===== src/rtl/core/bba_find.sv =====
module bba_find #(
	parameter int WIDTH = 32,
	parameter int OFF_W = 5,
	parameter int LAST_B = 31
) (
	input  logic [WIDTH-1:0] word,
	input  logic             is_start,
	input  logic [OFF_W-1:0] start_off,
	input  logic             is_last,
	output logic             found,
	output logic [OFF_W-1:0] bit_pos
);

	logic [WIDTH-1:0] cand;

	always_comb begin
		for (int b = 0; b < WIDTH; b++) begin
			cand[b] = !word[b]
				&& (!is_start || (OFF_W'(b) >= start_off))
				&& (!is_last || (b <= LAST_B));
		end
	end

	always_comb begin
		bit_pos = '0;
		for (int b = WIDTH - 1; b >= 0; b--) begin
			if (cand[b]) begin
				bit_pos = OFF_W'(b);
			end
		end
	end

	assign found = |cand;

endmodule


===== config.mk =====
export PLATFORM = sky130hd
export DESIGN_NAME = bba_find
export DESIGN_NICKNAME = d
export VERILOG_FILES = /design/src/rtl/core/bba_find.sv
export SDC_FILE = /design/constraint.sdc
export NUM_CORES = 1
export LEC_CHECK = 0
export CORE_ASPECT_RATIO = 0.8
export CORE_MARGIN = 4
export CORE_UTILIZATION = 35
export DETAILED_ROUTE_END_ITERATION = 8
export DONT_BUFFER_PORTS = 1
export PLACE_DENSITY = 0.46
export SETUP_SLACK_MARGIN = 0.05
export SYNTH_ARGS = -nofsm -noshare
export SYNTH_HDL_FRONTEND = slang
export SYNTH_SLANG_ARGS = --single-unit

===== constraint.sdc =====
create_clock -name vclk -period 4.11
set_clock_uncertainty 0.05 [all_clocks]
set_input_delay 0.822 -clock vclk [all_inputs]
set_output_delay 0.822 -clock vclk [all_outputs]
set_load 0.01 [all_outputs]

==> results of run 1 <==
==> worst max path at each step <==
stage / from / endpoint / depth (start not counted)
global route: is_start / bit_pos[4] / 5
global placement: is_start / bit_pos[4] / 5
CTS: is_start / bit_pos[4] / 5
floorplan: start_off[3] / bit_pos[4] / 6
finish: is_start / bit_pos[4] / 5
detailed placement: is_start / bit_pos[4] / 5
==> where the power goes <==
part / internal, mW / total, mW / switching (mW)
logic: 0.0442 / 0.0978 / 0.0536
clock network: 0 / 0 / 0
registers: 0 / 0 / 0
total: 0.0442 / 0.0978 / 0.0536
==> placed cells by master, fill, tap and decap left out, types with 2 or more instances in the layout <==
| cell type | count |
|---|---|
| sky130_fd_sc_hd__a21o_1 | 8 |
| sky130_fd_sc_hd__nand2_1 | 12 |
| sky130_fd_sc_hd__nor2b_1 | 2 |
| sky130_fd_sc_hd__and4b_1 | 2 |
| sky130_fd_sc_hd__nor2_1 | 10 |
| sky130_fd_sc_hd__o31ai_1 | 2 |
| sky130_fd_sc_hd__a211oi_1 | 3 |
| sky130_fd_sc_hd__nand3_1 | 5 |
| sky130_fd_sc_hd__a22oi_1 | 2 |
| sky130_fd_sc_hd__a31o_2 | 4 |
| sky130_fd_sc_hd__nor4_1 | 2 |
| sky130_fd_sc_hd__o22ai_1 | 4 |
| sky130_fd_sc_hd__or2_2 | 2 |
| sky130_fd_sc_hd__o21ai_1 | 4 |
| sky130_fd_sc_hd__nand4_1 | 2 |
| sky130_fd_sc_hd__a21boi_0 | 3 |
| sky130_fd_sc_hd__o211ai_1 | 3 |
| sky130_fd_sc_hd__o21ai_2 | 2 |
| sky130_fd_sc_hd__nor3b_1 | 2 |
| sky130_fd_sc_hd__nand2b_1 | 2 |
| sky130_fd_sc_hd__nor3_1 | 4 |
| sky130_fd_sc_hd__and3_1 | 2 |
| sky130_fd_sc_hd__and2_1 | 2 |
| sky130_fd_sc_hd__o21ai_0 | 7 |
| sky130_fd_sc_hd__inv_1 | 5 |
| sky130_fd_sc_hd__and4_4 | 2 |
| sky130_fd_sc_hd__a21oi_2 | 4 |
| sky130_fd_sc_hd__a31oi_1 | 7 |
| sky130_fd_sc_hd__a21oi_1 | 15 |
| sky130_fd_sc_hd__o21a_1 | 6 |
==> kinds of logic (layout without fill, tap and decap cells) <==
logic type                 count (synthesis)  in the layout  synth area share
adders and majority gates                  1              1          0.008566
muxes                                      1              1          0.008566
AOI/OAI and AO/OA                         89             89            0.5492
and+or+nand+nor                           60             60            0.3190
buffers and inverters                     19              5            0.1146
==> cell usage after synthesis, drive strengths merged, types with 3 or more instances <==
cell type | count | area [um2]
a211oi | 3 | 22.52
a21boi | 3 | 22.52
a21o | 9 | 68.82
a21oi | 19 | 110.1
a31o | 4 | 35.03
a31oi | 8 | 56.30
and4 | 3 | 32.53
buf | 13 | 111.4
inv | 5 | 18.77
nand2 | 12 | 45.04
nand3 | 5 | 25.02
nor2 | 11 | 43.80
nor3 | 5 | 30.03
nor3b | 3 | 27.52
o211ai | 4 | 35.03
o21a | 6 | 45.04
o21ai | 13 | 72.57
o22ai | 4 | 25.02
==> layer usage <==
layer  routed length [um]  part of all wire  global-route usage
met1                 1876              0.49              0.2683
met2                 1678              0.44              0.2558
met3                  295             0.077             0.03697
met4                    0                 0            0.002632
met5                    0                 0                   0
==> area by class of cell <==
class,instances,area [um2]
fill,362,2049
inverter,5,18.77
multi-input combinational,151,1035
tap,40,50.05
==> results.env, run 1 <==
NUM_ROWS=18
WORST_PATH_LARGEST_CELL_DELAY_PS=480
SETUP_WS_PS=674.1
SEQ_AREA_FRAC_SYNTH=0
IRDROPWORSTVDD_V=0.00002543
HOLD_PATH.STARTPOINT='word[0]'
GRT_REMAINING_OVERFLOW=0
GP_CONGESTION=0.8934
PERIOD_MINUS_SLACK_PS=3436
DIEAREA_UM2=4333
ANT_NETS=0
HOLD_CLASS='in2out'
DRT_FIRST_PASS_ITERS=4
DPL_CELL_AREA_UM2=1104
BOUNDARYPINS=45
DRT_ITER0_MARKERS=60
CRITPATHREQUIREDTIME_PS=3240
NETS=197
AREA.SEQUENTIAL_UM2=0
P_LEAK_nW=0.3683
DP_HPWL_UM=2946
PLACE_WORST_SETUP_SLACK_PS=733.8
WORST_HOLD_SLACK_PS=1837
ROUTE.DETAILED.DRC=0
CTS.HOLD.BUFFERS_ADDED=0
CTS_SETUP_BUFFERS=0
CRITICAL_PATH.STARTPOINT_TYPE='input port'
VIAS_PER_CELL=6.714
PLACE_INST=196
LAYOUT-AREA-OVERHEAD-VS-SYNTH_PCT=-5.567
FINAL_LAYOUT_SIZE_SUFFIX_GT1_FRAC=0.1667
ENDPOINT_ARRIVAL_TIME_ON_THE_CRITICAL_PATH_PS=2560
CHIPWIDTH_UM=72.61
FINAL.CLKBUF_COUNT=0
GLOBAL_ROUTE_USAGE_SUM=0.1730
NUMBER_OF_GATES_GIVEN_A_NEW_DRIVE_STRENGTH_AFTER_CTS=0
LAYOUT.CORE_UTILIZATION=0.3500
WORST_PIN_SLEW_PS=583.5
FINALHOLDVIOLCOUNT=0
DESIGN_AREA_UM2=1104
GRT_FIRST_PASS_WIRELENGTH_UM=6127
HOLD_END='bit_pos[0]'
SETUP_VIOLATIONS=0
CRIT_FANOUT=29
SYNTH.AVG_CELL_AREA_UM2=6.874
SYNTH.CELL_AREA_UM2=1169
CORE_AR_UM2=3153
INITIAL_CORE_UTIL=0.3706
MAX_CAP_VIOLATIONS=0
FINALCRITPERIODSHARE=0.8360
YS_TYPES=60
NUMBER_OF_INSTANCES_IN_THE_SYNTHESIZED_NETLIST=170
DIE_HEIGHT_UM=59.68
DETAIL_ROUTE.WL_PER_CELL_UM=19.64
SEQ_CELL_COUNT=0
PORT_BUFFER_CELLS=0
HOLD_PATH_DEPTH=2
DRT-TOTAL-WL_UM=3850
REPORT.POWER.TOTAL_mW=0.09778
VIAS_IN_THE_FIRST_GLOBAL_ROUTE=1164
SYNTHESIS.NETS=209
TIMING.CRITICAL_PATH.MAX_DELAY_FAMILY='simple AND/OR/NAND/NOR gates'
GRT_SETUP_UNREPAIRED='false'
PATH_BUF_INV=0
GRT_MAX_DEGREE=30
DETAILROUTE.VIA_COUNT=1316
YS_WARN_COUNT=0
SLOWEST_STAGE='sky130_fd_sc_hd__and2_1'
TIMING.SETUP.CRITICAL_PATH_CLASS='in2out'
INSERTEDDIODECOUNT=0
SETUP_TNS_PS=0
MAXSLEWHEADROOM=0.6110
CRITICAL_PATH.ENDPOINT_TYPE='primary output'
POWER_DENSITY_nW_PER_UM2=88.60
ACHIEVABLE-FREQUENCY_GHz=0.2910
GRT_ANTENNA_BEFORE_REPAIR=0
NON_FILLER_INSTANCE_COUNT_AFTER_LAYOUT=196
TIMING.FINAL.MAX_SLEW_VIOLATIONS=0
CRITICAL_PATH.CELL_CHAIN='and2_1 -> nor2_1 -> a211oi_1 -> nor3b_1 -> nor3b_2'
STATUS='complete, no violations'
No activity file was read; power rests on OpenSTA's default activity.
==> run 2, diff against run 1 <==
Settings changed: ABC_AREA set to 1.
Clock period 4.11 ns to 3.2 ns, I/O delays scaled along.
==> run 2 against run 1 <==
Effect of this change:
- the flow now finishes with violations (setup timing)
- hold slack worse by 380 ps
- first-iteration DRC count down 55%
- setup slack worse by 750 ps
- synthesized area down 31%
- global-route usage up 0.54 points
- highest routed layer unchanged
- critical endpoint is now bit_pos[0]
- synthesized cell count down 1.8%
==> results.env, run 2 <==
DIEAREA_UM2=3159
LAYOUT-AREA-OVERHEAD-VS-SYNTH_PCT=24.50
ANT_NETS=0
SHARE_CLK_OF_TOTAL_POWER=0
GRT_ANTENNA_BEFORE_REPAIR=0
SEQ_POWER_SHARE=0
HOLD_CLASS='in2out'
GRT_REMAINING_OVERFLOW=0
IRDROPWORSTVDD_V=0.00005855
YOSYSTOPAREACELLSHARE=0.2404
STATUS='finished, violations left'
DRT_ITER0_MARKERS=27
SYNTH_TOP_CELLS_BY_COUNT='sky130_fd_sc_hd__nand2_1, sky130_fd_sc_hd__inv_1, sky130_fd_sc_hd__nor2_1, sky130_fd_sc_hd__a21oi_1, sky130_fd_sc_hd__nor3_1'
TIMING.SETUP.CRITICAL_PATH_CLASS='in2out'
GRT_FIRST_PASS_WIRELENGTH_UM=4333
NETS=226
POWER_DENSITY_nW_PER_UM2=134.8
PLACE_WORST_SETUP_SLACK_PS=-101.8
CRIT_FANOUT=5
SYNTH.CELL_AREA_UM2=812.0
DP_HPWL_UM=2496
TIMING.FINAL.MAX_SLEW_VIOLATIONS=0
FINAL.CLKBUF_COUNT=0
CRITPATHREQUIREDTIME_PS=2510
GP_CONGESTION=0.8027
DRT_FIRST_PASS_ITERS=5
YS_WARN_COUNT=0
SLOWEST_STAGE='sky130_fd_sc_hd__a21oi_2'
GRT_SETUP_UNREPAIRED='true'
POWER_SWITCHING_SHARE=0.5760
P_LEAK_nW=0.5442
ACHIEVABLE-FREQUENCY_GHz=0.3053
WORST_PATH_LARGEST_CELL_DELAY_PS=180
SEQ_CELL_COUNT=0
WORST_PIN_SLEW_PS=537.4
VIAS_PER_CELL=5.305
SYNTH.AVG_CELL_AREA_UM2=4.862
MAX_CAP_VIOLATIONS=0
CORE_AR_UM2=2177
MOST_FREQUENT_CELLS_IN_THE_LAYOUT='sky130_fd_sc_hd__nand2_1, sky130_fd_sc_hd__inv_1, sky130_fd_sc_hd__nor2_1, sky130_fd_sc_hd__buf_4, sky130_fd_sc_hd__a21oi_1'
CRIT_PATH_TOP_CELL_BY_COUNT='sky130_fd_sc_hd__nand2_1'
ROUTE.DETAILED.DRC=0
PERIOD_MINUS_SLACK_PS=3276
POWER_SWITCHING_mW=0.07848
CRITICAL_PATH.STARTPOINT_TYPE='input port'
FINALHOLDVIOLCOUNT=0
NUM_ROWS=15
GRT_MAX_DEGREE=12
INITIAL_CORE_UTIL=0.3730
YOSYS.CELL_COUNT.TOP_TYPE='sky130_fd_sc_hd__nand2_1'
ENDPOINT_ARRIVAL_TIME_ON_THE_CRITICAL_PATH_PS=2590
YOSYSTOPAREACELL='sky130_fd_sc_hd__nand2_1'
CHIPWIDTH_UM=61.85
SYNTHESIS.NETS=206
INSERTEDDIODECOUNT=0
AREA.SEQUENTIAL_UM2=0
SETUP_TNS_PS=-75.57
YOSYS-TOP-CELLS-AREA='sky130_fd_sc_hd__nand2_1, sky130_fd_sc_hd__inv_1, sky130_fd_sc_hd__nor2_1, sky130_fd_sc_hd__a21oi_1, sky130_fd_sc_hd__o21bai_1'
MULTIINPUTGATEAREA_UM2=715.7
VIOLATIONS_IN_THE_FINAL_REPORTS='setup timing'
SHARE_COMB_OF_TOTAL_POWER=1.000
NUMBER_OF_INSTANCES_IN_THE_SYNTHESIZED_NETLIST=167
YS_TYPES=27
DETAILROUTE.VIA_COUNT=1114
CRITICAL_PATH.ENDPOINT_TYPE='primary output'
DRT-TOTAL-WL_UM=2803
LAYOUT.CORE_UTILIZATION=0.4644
DETAIL_ROUTE.WL_PER_CELL_UM=13.35
VIAS_IN_THE_FIRST_GLOBAL_ROUTE=1048
MAXSLEWHEADROOM=0.6384
FINALCRITPERIODSHARE=1.024
INTERNAL-POWER_mW=0.05777
HOLD_PATH_DEPTH=2
DIE_HEIGHT_UM=51.08
SEQ_AREA_FRAC_SYNTH=0
BOUNDARYPINS=45
LAYOUT.CELLS.MOST_COMMON='sky130_fd_sc_hd__nand2_1'
FILLERINSTANCES=246
FINAL_LAYOUT_SIZE_SUFFIX_GT1_FRAC=0.2054
PORT_BUFFER_CELLS=0
SETUP_VIOLATIONS=1
SETUP_WS_PS=-75.57
GLOBAL_ROUTE_USAGE_SUM=0.1783
==> run 2: changes by cell type in the layout (fill, tap and decap cells not counted), moves of 5 or more <==
cell / change
sky130_fd_sc_hd__o21ai_0: -5
sky130_fd_sc_hd__a21oi_1: -6
sky130_fd_sc_hd__a21o_1: -8
sky130_fd_sc_hd__nor2_1: +15
sky130_fd_sc_hd__inv_1: +24
sky130_fd_sc_hd__buf_4: +19
sky130_fd_sc_hd__o21a_1: -5
sky130_fd_sc_hd__nand2_1: +37
sky130_fd_sc_hd__nand2_2: +5
==> run 2: metal layers <==
| metal | vias to the layer above | part of all wire | GRT usage |
|---|---|---|---|
| li1 | 576 | - | - |
| met5 | - | 0 | 0 |
| met4 | 0 | 0 | 0 |
| met1 | 499 | 0.47 | 0.2604 |
| met2 | 39 | 0.43 | 0.2979 |
| met3 | 0 | 0.10 | 0.01515 |
==> run 2: critical path: cells and delay by family <==
family	cells	cell delay (ps)
AOI/OAI and AO/OA	1	180
and+or+nand+nor	33	1760
==> run 2: path summary, 6_finish.rpt <==
path	startpoint	endpoint	slack (ps)
max	is_start	bit_pos[0]	-80
min	word[0]	bit_pos[0]	1460
==> run 2: area by class of cell <==
type / instances / share of cell area
multi-input combinational: 135 / 0.7079
timing repair buffer: 19 / 0.1411
tap: 25 / 0.03094
inverter: 31 / 0.1200
==> run 2: what timing repair did <==
action                                  CTS  global route
gates resized for setup                   5             1
pin swaps                                14             3
hold buffers                              0             0
endpoints found under the setup margin    2             2
setup buffers                             2             0
cloned                                    0             0
==> run 2: cells by family after synthesis <==
family,synth area share
buf+inv,0.1525
simple gates,0.5347
compound gates,0.3128
==> run 2: stage by stage <==
stage / power [mW] / instance area (um2) / std cells / hold slack, ps
floorplan: 0.09680 / 818.3 / 167 / 1421
global placement: 0.1282 / 965.9 / 208 / 1456
detailed placement: 0.1303 / 965.9 / 208 / 1463
CTS: 0.1343 / 999.7 / 210 / 1462
global route: 0.1544 / 1011 / 210 / 1468
finish: 0.1363 / 1011 / 210 / 1460
==> run 2: power by group through the flow <==
stage / sequential (mW) / combinational (mW) / clock, mW
6_report: 0 / 0.136 / 0
5_1_grt: 0 / 0.154 / 0
4_1_cts: 0 / 0.134 / 0
3_5_place_dp: 0 / 0.130 / 0
3_3_place_gp: 0 / 0.128 / 0
2_1_floorplan: 0 / 0.0968 / 0
